==> src/rtl/mck_pkg.sv <==
// morse character keyer: shared types, unit constants and the letter pattern table
// no dependencies

package mck_pkg;

    localparam int CHAR_W  = 8;
    localparam int UNITS_W = 3;
    localparam int TU_W    = 16;
    localparam int MS_W    = 19;
    localparam int NSYM    = 4;
    localparam int SEG_W   = 3;

    localparam logic [UNITS_W-1:0] UNIT_DOT        = 3'd1;
    localparam logic [UNITS_W-1:0] UNIT_DASH       = 3'd3;
    localparam logic [UNITS_W-1:0] UNIT_GAP        = 3'd1;
    localparam logic [UNITS_W-1:0] UNIT_LETTER_END = 3'd4;
    localparam logic [UNITS_W-1:0] UNIT_WORD       = 3'd7;

    localparam logic [TU_W-1:0] TIME_UNIT_RESET = 16'd100;

    localparam logic [CHAR_W-1:0] CHAR_SPACE   = 8'h20;
    localparam logic [CHAR_W-1:0] CHAR_UPPER_A = 8'h41;
    localparam logic [CHAR_W-1:0] CHAR_UPPER_Z = 8'h5A;
    localparam logic [CHAR_W-1:0] CHAR_LOWER_A = 8'h61;
    localparam logic [CHAR_W-1:0] CHAR_LOWER_Z = 8'h7A;
    localparam logic [CHAR_W-1:0] CASE_OFFSET  = 8'h20;

    localparam logic REG_TIME_UNIT = 1'b0;

    // classified character: a word space or a letter pattern
    typedef struct packed {
        logic                is_word;
        logic [2:0]          count;
        logic [NSYM-1:0]     symbols;
    } cmd_t;

    // high nibble symbol count, low nibble symbols, first symbol in bit 0, 1 = dash
    function automatic logic [7:0] letter_code(input logic [4:0] idx);
        logic [7:0] code;
        begin
            unique case (idx)
                5'd0:    code = 8'h22;
                5'd1:    code = 8'h41;
                5'd2:    code = 8'h45;
                5'd3:    code = 8'h31;
                5'd4:    code = 8'h10;
                5'd5:    code = 8'h44;
                5'd6:    code = 8'h33;
                5'd7:    code = 8'h40;
                5'd8:    code = 8'h20;
                5'd9:    code = 8'h4E;
                5'd10:   code = 8'h35;
                5'd11:   code = 8'h42;
                5'd12:   code = 8'h23;
                5'd13:   code = 8'h21;
                5'd14:   code = 8'h37;
                5'd15:   code = 8'h46;
                5'd16:   code = 8'h4B;
                5'd17:   code = 8'h32;
                5'd18:   code = 8'h30;
                5'd19:   code = 8'h11;
                5'd20:   code = 8'h34;
                5'd21:   code = 8'h48;
                5'd22:   code = 8'h36;
                5'd23:   code = 8'h49;
                5'd24:   code = 8'h4D;
                5'd25:   code = 8'h43;
                default: code = 8'h00;
            endcase
            return code;
        end
    endfunction

endpackage

==> src/rtl/mck_front.sv <==
// morse character keyer front end: classifies characters into letter patterns or word spaces
// depends on mck_pkg

module mck_front
    import mck_pkg::*;
(
    input  logic [CHAR_W-1:0] character,
    input  logic              accept,
    output logic              cmd_push,
    output cmd_t              cmd
);

    logic [CHAR_W-1:0] upper;
    logic [CHAR_W-1:0] offset;
    logic [7:0]        code;
    logic              is_space;
    logic              is_letter;

    always_comb
    begin
        is_space = (character == CHAR_SPACE);
        if (character >= CHAR_LOWER_A && character <= CHAR_LOWER_Z)
        begin
            upper = character - CASE_OFFSET;
        end
        else
        begin
            upper = character;
        end
        is_letter = (upper >= CHAR_UPPER_A) && (upper <= CHAR_UPPER_Z);
        offset    = upper - CHAR_UPPER_A;
        code      = letter_code(offset[4:0]);

        cmd.is_word = is_space;
        cmd.count   = is_space ? 3'd0 : code[6:4];
        cmd.symbols = is_space ? '0 : code[3:0];
        cmd_push    = accept && (is_space || is_letter);
    end

endmodule

==> src/rtl/mck_cmd_fifo.sv <==
// morse character keyer: short request queue between front end and segment sequencer
// depends on mck_pkg

module mck_cmd_fifo
    import mck_pkg::*;
#(
    parameter int DEPTH = 2
)
(
    input  logic clk,
    input  logic rst_n,
    input  logic wr_en,
    input  cmd_t wr_data,
    output logic full,
    input  logic rd_en,
    output logic empty,
    output cmd_t rd_data
);

    localparam int PTR_W = (DEPTH > 1) ? $clog2(DEPTH) : 1;
    localparam int CNT_W = $clog2(DEPTH + 1);
    localparam logic [PTR_W-1:0] LAST_PTR = PTR_W'(DEPTH - 1);
    localparam logic [CNT_W-1:0] FULL_CNT = CNT_W'(DEPTH);

    cmd_t             mem_reg [DEPTH];
    logic [PTR_W-1:0] wr_ptr_reg;
    logic [PTR_W-1:0] wr_ptr_next;
    logic [PTR_W-1:0] rd_ptr_reg;
    logic [PTR_W-1:0] rd_ptr_next;
    logic [CNT_W-1:0] cnt_reg;
    logic [CNT_W-1:0] cnt_next;
    logic             do_wr;
    logic             do_rd;

    assign full    = (cnt_reg == FULL_CNT);
    assign empty   = (cnt_reg == '0);
    assign rd_data = mem_reg[rd_ptr_reg];
    assign do_wr   = wr_en && !full;
    assign do_rd   = rd_en && !empty;

    always_comb
    begin
        wr_ptr_next = wr_ptr_reg;
        rd_ptr_next = rd_ptr_reg;
        cnt_next    = cnt_reg;
        if (do_wr)
        begin
            wr_ptr_next = (wr_ptr_reg == LAST_PTR) ? '0 : wr_ptr_reg + 1'b1;
        end
        if (do_rd)
        begin
            rd_ptr_next = (rd_ptr_reg == LAST_PTR) ? '0 : rd_ptr_reg + 1'b1;
        end
        if (do_wr && !do_rd)
        begin
            cnt_next = cnt_reg + 1'b1;
        end
        else if (do_rd && !do_wr)
        begin
            cnt_next = cnt_reg - 1'b1;
        end
    end

    always_ff @(posedge clk or negedge rst_n)
    begin
        if (!rst_n)
        begin
            wr_ptr_reg <= '0;
            rd_ptr_reg <= '0;
            cnt_reg    <= '0;
        end
        else
        begin
            wr_ptr_reg <= wr_ptr_next;
            rd_ptr_reg <= rd_ptr_next;
            cnt_reg    <= cnt_next;
        end
    end

    always_ff @(posedge clk)
    begin
        if (do_wr)
        begin
            mem_reg[wr_ptr_reg] <= wr_data;
        end
    end

endmodule

==> src/rtl/mck_back.sv <==
// morse character keyer back end: steps through segments of a request into the result register
// depends on mck_pkg

module mck_back
    import mck_pkg::*;
(
    input  logic                clk,
    input  logic                rst_n,
    input  logic [TU_W-1:0]     time_unit_ms,
    input  logic                cmd_empty,
    input  cmd_t                cmd_head,
    output logic                cmd_pop,
    output logic                empty,
    input  logic                pop,
    output logic                led_on,
    output logic [UNITS_W-1:0]  length_units,
    output logic [MS_W-1:0]     length_ms,
    output logic                last_segment
);

    logic               active_reg;
    logic               active_next;
    cmd_t               cur_reg;
    cmd_t               cur_next;
    logic [SEG_W-1:0]   seg_reg;
    logic [SEG_W-1:0]   seg_next;
    logic               out_valid_reg;
    logic               out_valid_next;
    logic               led_on_reg;
    logic [UNITS_W-1:0] units_reg;
    logic [MS_W-1:0]    ms_reg;
    logic               last_reg;

    cmd_t               src;
    logic [SEG_W-1:0]   src_seg;
    logic               src_valid;
    logic               emit;
    logic [1:0]         sym_idx;
    logic               seg_on;
    logic               seg_final;
    logic [UNITS_W-1:0] seg_units;
    logic               seg_last;

    assign empty        = !out_valid_reg;
    assign led_on       = led_on_reg;
    assign length_units = units_reg;
    assign length_ms    = ms_reg;
    assign last_segment = last_reg;

    always_comb
    begin
        src       = active_reg ? cur_reg : cmd_head;
        src_seg   = active_reg ? seg_reg : '0;
        src_valid = active_reg || !cmd_empty;
        emit      = src_valid && (!out_valid_reg || pop);

        sym_idx   = src_seg[2:1];
        seg_final = ({1'b0, sym_idx} + 3'd1) == src.count;
        if (src.is_word)
        begin
            seg_on    = 1'b0;
            seg_units = UNIT_WORD;
            seg_last  = 1'b1;
        end
        else if (!src_seg[0])
        begin
            seg_on    = 1'b1;
            seg_units = src.symbols[sym_idx] ? UNIT_DASH : UNIT_DOT;
            seg_last  = 1'b0;
        end
        else
        begin
            seg_on    = 1'b0;
            seg_units = seg_final ? UNIT_LETTER_END : UNIT_GAP;
            seg_last  = seg_final;
        end

        cmd_pop        = emit && !active_reg;
        active_next    = active_reg;
        cur_next       = cur_reg;
        seg_next       = seg_reg;
        out_valid_next = out_valid_reg;
        if (pop && out_valid_reg)
        begin
            out_valid_next = 1'b0;
        end
        if (emit)
        begin
            out_valid_next = 1'b1;
            seg_next       = src_seg + 1'b1;
            active_next    = !seg_last;
            if (!active_reg)
            begin
                cur_next = cmd_head;
            end
        end
    end

    always_ff @(posedge clk or negedge rst_n)
    begin
        if (!rst_n)
        begin
            active_reg    <= 1'b0;
            seg_reg       <= '0;
            out_valid_reg <= 1'b0;
        end
        else
        begin
            active_reg    <= active_next;
            seg_reg       <= seg_next;
            out_valid_reg <= out_valid_next;
        end
    end

    always_ff @(posedge clk)
    begin
        cur_reg <= cur_next;
        if (emit)
        begin
            led_on_reg <= seg_on;
            units_reg  <= seg_units;
            ms_reg     <= MS_W'(seg_units) * MS_W'(time_unit_ms);
            last_reg   <= seg_last;
        end
    end

endmodule

==> src/rtl/morse_char_keyer_top.sv <==
// morse character keyer top level: configuration register, front end, request queue, back end
// depends on mck_pkg, mck_front, mck_cmd_fifo, mck_back
// path: a character is queued, then its first segment is loaded into the result register
// segments: a letter of n symbols gives 2n segments in the segment sequencer, a space one,
// other characters none; the front end takes a character every cycle while the queue has room
// reset: queue and result register empty, time_unit_ms returns to 100

module morse_char_keyer_top
    import mck_pkg::*;
#(
    parameter int QUEUE_DEPTH = 2
)
(
    input  logic               clk,
    input  logic               rst_n,
    input  logic               psel,
    input  logic               penable,
    input  logic               pwrite,
    input  logic [2:0]         paddr,
    input  logic [31:0]        pwdata,
    output logic [31:0]        prdata,
    output logic               pready,
    input  logic               push,
    output logic               full,
    input  logic [CHAR_W-1:0]  character,
    output logic               empty,
    input  logic               pop,
    output logic               led_on,
    output logic [UNITS_W-1:0] length_units,
    output logic [MS_W-1:0]    length_ms,
    output logic               last_segment
);

    logic [TU_W-1:0] time_unit_reg;
    logic            cfg_wr;
    logic            cmd_push;
    cmd_t            cmd_in;
    logic            cmd_full;
    logic            cmd_empty;
    logic            cmd_pop;
    cmd_t            cmd_head;

    assign pready = 1'b1;
    assign cfg_wr = psel && penable && pwrite && (paddr[2] == REG_TIME_UNIT);
    assign prdata = (paddr[2] == REG_TIME_UNIT) ? {16'd0, time_unit_reg} : 32'd0;
    assign full   = cmd_full;

    always_ff @(posedge clk or negedge rst_n)
    begin
        if (!rst_n)
        begin
            time_unit_reg <= TIME_UNIT_RESET;
        end
        else if (cfg_wr)
        begin
            time_unit_reg <= pwdata[TU_W-1:0];
        end
    end

    mck_front u_front (
        .character (character),
        .accept    (push && !cmd_full),
        .cmd_push  (cmd_push),
        .cmd       (cmd_in)
    );

    mck_cmd_fifo #(
        .DEPTH (QUEUE_DEPTH)
    ) u_queue (
        .clk     (clk),
        .rst_n   (rst_n),
        .wr_en   (cmd_push),
        .wr_data (cmd_in),
        .full    (cmd_full),
        .rd_en   (cmd_pop),
        .empty   (cmd_empty),
        .rd_data (cmd_head)
    );

    mck_back u_back (
        .clk          (clk),
        .rst_n        (rst_n),
        .time_unit_ms (time_unit_reg),
        .cmd_empty    (cmd_empty),
        .cmd_head     (cmd_head),
        .cmd_pop      (cmd_pop),
        .empty        (empty),
        .pop          (pop),
        .led_on       (led_on),
        .length_units (length_units),
        .length_ms    (length_ms),
        .last_segment (last_segment)
    );

endmodule
==> config.mk <==
export PLATFORM = sky130hd
export DESIGN_NAME = morse_char_keyer_top
export DESIGN_NICKNAME = d
export VERILOG_FILES = /design/src/rtl/mck_pkg.sv /design/src/rtl/mck_front.sv /design/src/rtl/mck_cmd_fifo.sv /design/src/rtl/mck_back.sv /design/src/rtl/morse_char_keyer_top.sv
export SDC_FILE = /design/constraint.sdc
export NUM_CORES = 1
export LEC_CHECK = 0
export BUFFER_PORTS_ARGS = -buffer_cell sky130_fd_sc_hd__buf_2
export CAP_MARGIN = 5
export CORE_MARGIN = 4
export CORE_UTILIZATION = 56
export CTS_CLUSTER_SIZE = 14
export DETAILED_ROUTE_END_ITERATION = 8
export PLACE_DENSITY = 0.82
export SETUP_SLACK_MARGIN = 0.02
export SLEW_MARGIN = 15
export SYNTH_ARGS = -nofsm -noshare
export SYNTH_HDL_FRONTEND = slang
export SYNTH_SLANG_ARGS = --single-unit
==> constraint.sdc <==
create_clock -name clk -period 4.85 [get_ports clk]
set_clock_uncertainty 0.1 [all_clocks]
set_input_delay 0.485 -clock clk [delete_from_list [all_inputs] [get_ports clk]]
set_output_delay 0.485 -clock clk [all_outputs]
set_load 0.05 [all_outputs]
* Yosys cells after proc, flatten, opt, wreduce, memory -nomap -nowiden
Memories as Yosys holds them, arrays and structs flattened.
Cells that the tools add are included.
** Storage, ports and cells
- Flip-flop bits (word level) :: 57
- RAM bits :: 16
- ROM bits :: 224
- Bits of input ports :: 50
- Output and inout bits :: 59
- Word-level logic and storage cells :: 84
- Memories kept :: 2
** Cells by class
- $add $sub $neg :: 8
- $mul :: 1
- Magnitude comparators :: 5
- Equal/unequal tests :: 3
- Mux-type cells :: 23
- Bitwise gates (word level) :: 1
- Reduce and logical (&&, ||, !) cells :: 27
** Memories
- (name not given) :: depth 32, width 7, rd ports 1, clocked after Yosys merged registers in 0, write ports 0, RTL line mck_pkg.sv:41 : unique case (idx)
- u_queue.mem_reg :: depth 2, width 8, rd ports 1, clocked after Yosys merged registers in 0, write ports 1, RTL line mck_cmd_fifo.sv:25 : cmd_t mem_reg [DEPTH];
** Operators with widths (count)
- 3-bit by 16-bit multiplier with 19-bit output :: 1
- 8-bit by 7-bit greater-or-equal comparator with 1-bit output (second input constant) :: 2
- 8-bit by 7-bit less-or-equal comparator with 1-bit output (second input constant) :: 2
- 16-bit 2-to-1 mux :: 1
- 8-bit 2-to-1 mux :: 2
- 3-bit 2-to-1 mux :: 5
- 1-bit logical AND :: 14
- 1-bit 2-to-1 mux :: 10
- 8-bit by 6-bit == test with 1-bit output (second input constant) :: 1
- 8-bit by 6-bit subtractor with 8-bit output (second input constant) :: 1
- 1-bit zero test :: 7
- 2-bit 2-to-1 mux :: 3
- 5-bit by 1-bit subtractor with 5-bit output (second input constant) :: 1
- 4-bit 2-to-1 mux :: 1
- 2-bit nonzero test :: 2
- 2-bit by 1-bit adder with 3-bit output (second input constant) :: 1
- 3-bit by 1-bit adder with 3-bit output (second input constant) :: 1
- 3-bit == test :: 1
- 1-bit logical OR :: 3
- 2-bit by 3-bit < comparator with 1-bit output (second input constant) :: 1
- 1-bit adder (second input constant) :: 2
- 2-bit by 1-bit adder with 2-bit output (second input constant) :: 1
- 1-bit binary-select mux with 2-bit select :: 1
- 2-bit == test (second input constant) :: 1
- other kinds (3) :: 3

* Longest topological paths before layout
Gate-level depths: netlist (run 1).
- Word-level depth :: 12
- Gate-level depth with buffers :: 16
- Mapped depth without buffers :: 13

* Cells and area by module
From an unflattened synthesis (run 1), not the netlist that was laid out.
** Unflattened totals
- Cells, all modules :: 515
- Area, all modules :: 5395.2 um^2
** Modules (own cells, without submodules)
- mck_back :: times used 1, cells each 280, area each 2812.7 um^2, seq. area each 1056.0 um^2
- morse_char_keyer_top :: times used 1, cells each 71, area each 909.6 um^2, seq. area each 404.1 um^2
- mck_front :: times used 1, cells each 120, area each 890.9 um^2, seq. area each 0.0 um^2
- mck_cmd_fifo :: times used 1, cells each 44, area each 782.0 um^2, seq. area each 580.6 um^2

* Least setup slack after synthesis (run 1)
Ideal clock, no wire load.
- Path kind :: register -> register
- From :: register u_queue.rd_ptr_reg
- To :: register u_back.ms_reg[18], in the netlist u_back.length_ms[18], data pin
- Setup time :: 0.265 ns
- Arrival :: 3.442 ns
- Data required time :: 4.485 ns
- Path slack :: 1.043 ns
- Cell stages (with the launch flop) :: 17
- Buffers on the path :: 3
- Clock period less this slack :: 3.807 ns
- Cells stage by stage :: dfrtp_1 > buf_6 > mux2_4 > o21a_1 > a221oi_2 > nand2b_1 > buf_6 > buf_12 > nand2_2 > fa_1 > inv_1 > ha_1 > a21o_1 > a21o_1 > a221o_1 > a21oi_1 > o21ai_0
** RTL lines
- start: declaration :: RTL line mck_cmd_fifo.sv:28 : logic [PTR_W-1:0] rd_ptr_reg;
- start signal: assignment :: RTL line mck_cmd_fifo.sv:75 : rd_ptr_reg <= rd_ptr_next;
- end signal: assignment :: RTL line mck_back.sv:122 : ms_reg <= MS_W'(seg_units) * MS_W'(time_unit_ms);
- end: declaration :: RTL line mck_back.sv:31 : logic [MS_W-1:0] ms_reg;

==> results of run 1 <==
-- per-layer routing --
| metal | part of all wire | global-route usage | wire length (um) | vias to the layer above |
|---|---|---|---|---|
| li1 | - | - | - | 1848 |
| met1 | 0.44 | 0.260 | 4500 | 1796 |
| met2 | 0.48 | 0.320 | 4940 | 128 |
| met3 | 0.065 | 0.0453 | 669 | 14 |
| met4 | 0.014 | 0.0551 | 142 | 0 |
| met5 | 0 | 0 | 0 | - |
-- cells by family after synthesis --
logic type	Yosys count
compound gates	96
xor+xnor	24
fa+ha+maj	43
buf+inv	73
flops	72
mux	29
other cells	2
simple gates	165
-- placed cells by master (no fill, tap or decap), drive strengths merged, types with 8 or more instances in the layout --
cell type / instances
a21o: 9
fa: 15
nor3: 8
nor2b: 20
and2: 18
conb: 17
ha: 28
mux2: 19
a211oi: 9
nor2: 29
dfrtp: 22
edfxtp: 47
inv: 35
nand2: 65
buf: 77
a21oi: 27
o21ai: 19
mux2i: 10
xnor2: 15
xor2: 9
clkbuf: 10
-- critical path, cell delays in order (launching register included) --
cell      delay [ns]
dfrtp_1         0.63
mux2_4          0.34
o21a_1          0.20
a221oi_2        0.27
nand2_1         0.39
and2_1          0.33
fa_1            0.44
ha_1            0.24
fa_1            0.41
a21o_1          0.20
nand4_1         0.14
a21oi_1         0.14
a21oi_1         0.22
o21ai_0         0.12
-- how the worst min path moves through the flow --
stage                                    end  cells past startpoint  slack, ns                from
after floorplan             time_unit_reg[0]                      0       0.09               rst_n
after global placement    u_queue.wr_ptr_reg                      1       0.39  u_queue.wr_ptr_reg
after detailed placement  u_queue.wr_ptr_reg                      1       0.41  u_queue.wr_ptr_reg
after CTS                 u_queue.cnt_reg[1]                      1       0.04               rst_n
after global routing      u_queue.rd_ptr_reg                      1       0.07               rst_n
final                     u_queue.cnt_reg[1]                      1       0.03               rst_n
-- cell type report --
class,count,area share
Clock buffer,10,0.0225
Inverter,35,0.0231
Tap cell,108,0.0238
Clock inverter,6,0.0150
Multi-Input combinational cell,374,0.486
Sequential cell,72,0.360
Timing Repair Buffer,77,0.0696
-- power breakdown --
group	internal, mW	total [mW]	switching (mW)
Sequential	1.03	1.18	0.153
Combinational	1.05	2.88	1.82
Clock	0.288	0.518	0.230
==> flow_metrics.py, run 1 <==
metrics = {
    "status": {
        "status": "finished, final reports clean",
    },
    "placed_design": {
        "dp_slack_ns": 0.428,
        "placed_area_sq_um": 5460,
        "gp_congestion": 0.866,
        "numPortBuffers": 73,
        "place_inst": 666,
        "hpwl_mm": 7.77,
    },
    "synth": {
        "synthTopCellsByCount": "nand2_1 (56), edfxtp_1 (47), inv_1 (35)",
        "synth_area_sq_um": 5160,
        "synth_top_area_frac": 0.273,
        "yosys-top-cells-area": "edfxtp_1 (27%), dfrtp_1 (11%), ha_1 (6.8%), fa_1 (5.8%), nand2_1 (4.1%)",
        "synth_top_family_by_area": "simple AND/OR/NAND/NOR gates",
        "synth_edf_count": 47,
        "ys_ff_latch": 72,
        "synth_compound_area_frac": 0.127,
        "synthSimpleGateAreaFrac": 0.163,
        "synth_xor_area_frac": 0.0451,
        "ys_types": 66,
        "synth_mux_area_frac": 0.0616,
        "synthArstFlopShare": 0.347,
        "synth_seq_area_share": 0.395,
        "yosysTopAreaCell": "edfxtp_1",
        "yosysWarnings": 0,
        "synth_cells": 504,
        "avgSynthCellArea_sq_um": 10.2,
        "ys.flop_type": "edfxtp_1",
        "synth.most_common_cell": "nand2_1",
        "synthAdderAreaFrac": 0.126,
    },
    "clock_tree": {
        "clk_pin_slew_ns": 0.08,
        "cts_hold_buffers": 0,
        "post_cts_buffers": 0,
        "clkLatencyLatePin_ns": 0.36,
        "clock-root-buffer": "clkbuf_8",
        "htreeDepth": 3,
        "cts.sinks": 72,
        "cts_buffers": 9,
        "cts_buffer_depth": 2,
        "cts_tree": "built",
        "cts_resized": 0,
    },
    "grt": {
        "grt_pass1_vias": 3578,
        "antenna_found_initial": 0,
        "grt_max_degree": 26,
        "gr-usage-all-layers": 0.195,
        "grt_pass1_wl_mm": 17.3,
        "grt.overflow.total": 0,
    },
    "run": {
        "max-cap-violations": 0,
    },
    "final_layout": {
        "register_area_sq_um": 2040,
        "nets": 662,
        "nFillCells": 727,
        "n_antenna_cell": 0,
        "fin_area_sq_um": 5680,
        "largest_reg_flops": 19,
        "drive_gt1_frac": 0.249,
        "final_util": 0.642,
        "multi_input_comb_area_sq_um": 2760,
        "area_growth_syn_to_layout_pct": 9.96,
        "final_cells": 682,
    },
    "detailed_routing": {
        "drc": 0,
        "ant_nets": 0,
        "via_per_inst": 5.55,
        "vias": 3786,
        "drt-wirelength-per-cell_um": 15.0,
        "drt-initial-drc-count": 213,
        "first_pass_iters": 4,
        "wl_mm": 10.2,
    },
    "die": {
        "num_rows": 34,
        "die-width_um": 104,
        "start_util": 0.583,
        "die_h_um": 104,
        "io_pins": 109,
        "core-area_sq_um": 8850,
        "dieArea_sq_um": 10800,
    },
    "power": {
        "vdd_drop_max_v": 0.000386,
        "p_per_area_nw_per_um2": 806,
        "leakagePower_nw": 2.60,
        "power_mw": 4.58,
    },
    "critical_path": {
        "worstPathRequired_ns": 4.85,
        "critPathKind": "reg -> reg",
        "cp-start-kind": "register",
        "cp-end-kind": "register",
        "startpoint": "u_queue.rd_ptr_reg",
        "rr_startpoint": "u_queue.rd_ptr_reg",
        "r2r_slack_ns": 0.42,
        "cp-endpoint": "u_back.length_ms[18]",
        "worstReg2RegEnd": "u_back.length_ms[18]",
        "critPathArrivalTime_ns": 4.43,
        "reg2regPathDepth": 13,
        "critPathMaxFanout": 17,
    },
    "hold_path": {
        "hold_class": "in -> async",
    },
    "timing": {
        "setup-violations-final": 0,
        "fin_ws_ns": 0.424,
        "fin_crit_ns": 4.43,
        "min_period_over_period": 0.913,
        "max_freq_ghz": 0.226,
        "worst_pin_slew_ns": 0.919,
        "fin_hold_ws_ns": 0.0266,
        "rsz0062_at_grt": "no",
        "slew_headroom": 0.384,
        "final.setup.tns_ns": 0,
        "slew_viol_final": 0,
        "hold_violations": 0,
    },
}
No activity file was read; power rests on OpenSTA's default activity.
==> run 2: changes to the inputs <==
--- a/config.mk
+++ b/config.mk
@@ -11,9 +11,10 @@
 export CORE_UTILIZATION = 56
 export CTS_CLUSTER_SIZE = 14
 export DETAILED_ROUTE_END_ITERATION = 8
-export PLACE_DENSITY = 0.82
+export PLACE_DENSITY = 0.81
 export SETUP_SLACK_MARGIN = 0.02
 export SLEW_MARGIN = 15
 export SYNTH_ARGS = -nofsm -noshare
 export SYNTH_HDL_FRONTEND = slang
+export SYNTH_HIERARCHICAL = 1
 export SYNTH_SLANG_ARGS = --single-unit
==> flow_metrics.py, run 2 <==
metrics = {
    "grt": {
        "grt_max_degree": 26,
        "grt_pass1_vias": 3753,
        "gr-usage-all-layers": 0.197,
        "grt.overflow.total": 0,
        "antenna_found_initial": 0,
        "grt_pass1_wl_mm": 18.1,
    },
    "clock_tree": {
        "cts_resized": 0,
        "cts_hold_buffers": 0,
        "cts_buffers": 9,
        "post_cts_buffers": 0,
        "clk_pin_slew_ns": 0.08,
        "clock-root-buffer": "clkbuf_8",
        "cts.sinks": 72,
        "clkLatencyLatePin_ns": 0.34,
        "cts_buffer_depth": 2,
        "htreeDepth": 3,
        "cts_tree": "built",
    },
    "power": {
        "power_mw": 4.40,
        "vdd_drop_max_v": 0.000333,
        "leakagePower_nw": 2.72,
        "switching_share": 0.493,
        "clkPwrFrac": 0.090,
        "power_frac_comb": 0.648,
        "p_per_area_nw_per_um2": 749,
        "seq_power_share": 0.261,
        "intPower_mw": 2.23,
        "p_sw_mw": 2.17,
    },
    "die": {
        "dieArea_sq_um": 11300,
        "num_rows": 35,
        "core-area_sq_um": 9330,
        "io_pins": 109,
        "start_util": 0.578,
        "die_h_um": 106,
        "die-width_um": 106,
    },
    "timing": {
        "fin_crit_ns": 4.45,
        "slew_viol_final": 0,
        "worst_pin_slew_ns": 0.922,
        "min_period_over_period": 0.918,
        "max_freq_ghz": 0.225,
        "rsz0062_at_grt": "no",
        "final.setup.tns_ns": 0,
        "hold_violations": 0,
        "setup-violations-final": 0,
        "slew_headroom": 0.385,
    },
    "synth": {
        "synth_top_area_frac": 0.262,
        "synthTopCellsByCount": "nand2_1 (52), edfxtp_1 (47), inv_1 (34)",
        "synth.most_common_cell": "nand2_1",
        "synth_edf_count": 47,
        "yosysTopAreaCell": "edfxtp_1",
        "ys_types": 75,
        "ys_ff_latch": 72,
        "ys.flop_type": "edfxtp_1",
        "synthArstFlopShare": 0.347,
        "synth_seq_area_share": 0.378,
        "synth_cells": 515,
        "yosys-top-cells-area": "edfxtp_1 (26%), dfrtp_1 (10%), ha_1 (6.7%), fa_1 (5.6%), nand2_1 (3.6%)",
        "yosysWarnings": 6,
        "avgSynthCellArea_sq_um": 10.5,
        "synth_area_sq_um": 5400,
    },
    "final_layout": {
        "final_util": 0.630,
        "layout_commonest_cell": "buf_2",
        "final_cells": 707,
        "area_growth_syn_to_layout_pct": 8.88,
        "drive_gt1_frac": 0.253,
        "n_antenna_cell": 0,
        "multi_input_comb_area_sq_um": 2980,
        "register_area_sq_um": 2040,
        "largest_reg_flops": 19,
        "final_cell_mix": "buf_2 (73), nand2_1 (52), edfxtp_1 (47)",
        "nets": 667,
        "nFillCells": 764,
        "fin_area_sq_um": 5870,
    },
    "critical_path": {
        "critPathArrivalTime_ns": 4.45,
        "cp-start-kind": "register",
        "critPathMaxFanout": 9,
        "critPathKind": "reg -> reg",
        "worstPathRequired_ns": 4.85,
        "reg2regPathDepth": 12,
        "cp-end-kind": "register",
    },
    "detailed_routing": {
        "via_per_inst": 5.49,
        "first_pass_iters": 5,
        "ant_nets": 0,
        "vias": 3881,
        "drt-initial-drc-count": 202,
        "drc": 0,
        "wl_mm": 10.8,
        "drt-wirelength-per-cell_um": 15.2,
    },
    "hold_path": {
        "hold_class": "in -> async",
    },
    "placed_design": {
        "placed_area_sq_um": 5710,
        "numPortBuffers": 73,
        "hpwl_mm": 8.08,
        "place_inst": 691,
        "gp_congestion": 0.865,
    },
    "run": {
        "max-cap-violations": 0,
    },
    "status": {
        "status": "finished, final reports clean",
    },
}
run 2: changes by cell type after synthesis, moves of 7 or more:
cell     previous run  this run
and2_2              7         0
mux2i_1            10         0
mux2_1              0         7
mux2_4              1        10
nand2_2             9         2
run 2: worst paths after layout:
kind                                             end          startpoint  slack [ns]
worst min register to register    u_queue/wr_ptr_reg  u_queue/wr_ptr_reg        0.42
max in group asynchronous           time_unit_reg[0]               rst_n        4.21
worst min-delay path                time_unit_reg[1]               rst_n        0.05
worst max-delay path            u_back/length_ms[18]  u_queue/rd_ptr_reg        0.40
worst max register to register  u_back/length_ms[18]  u_queue/rd_ptr_reg        0.40
min in group clk                    time_unit_reg[1]           pwdata[1]        0.27
run 2: through the flow:
stage               setup WS [ns]  hold slack, ns
CTS                         0.383          0.0554
finish                      0.399          0.0483
global route                0.189          0.0685
detailed placement          0.391           0.409
floorplan                   0.658          0.0894
global placement            0.461           0.406
run 2: logic make-up after synthesis:
kind of cell	share of synthesized area
other cells	0.00139
xor+xnor	0.0513
flops	0.378
buf+inv	0.0809
simple gates	0.162
fa+ha+maj	0.123
mux	0.0821
compound gates	0.121
run 2: per-layer routing:
layer | track usage | up-vias | wire (um)
met5 | 0 | - | 0
met4 | 0.0601 | 0 | 133
met3 | 0.0364 | 10 | 736
met2 | 0.303 | 163 | 4870
met1 | 0.283 | 1825 | 5030
li1 | - | 1883 | -
run 2: cell type report:
cell class	instances	share of cell area
Tap cell	129	0.0275
Clock buffer	10	0.0217
Inverter	34	0.0217
Sequential cell	72	0.347
Timing Repair Buffer	78	0.0686
Multi-Input combinational cell	378	0.507
Clock inverter	6	0.00639
run 2: worst max-delay path: stages, from the launching register on:
cell and delay (ns):
dfrtp_1 0.58, mux2_2 0.39, mux2_2 0.30, a311o_2 0.32, and2_1 0.17, fa_1 0.46
ha_1 0.25, fa_1 0.45, a211oi_2 0.27, nor2_1 0.11, or4b_4 0.50, a31oi_2 0.20
o21ai_0 0.10
run 2: power by group through the flow:
stage	Combinational (mW)	Clock, mW	Sequential (mW)
finish	2.85	0.398	1.15
global route	3.12	0.438	1.18
CTS	2.84	0.409	1.15
detailed placement	2.79	0	1.16
global placement	2.70	0	1.15
floorplan	1.95	0	1.46
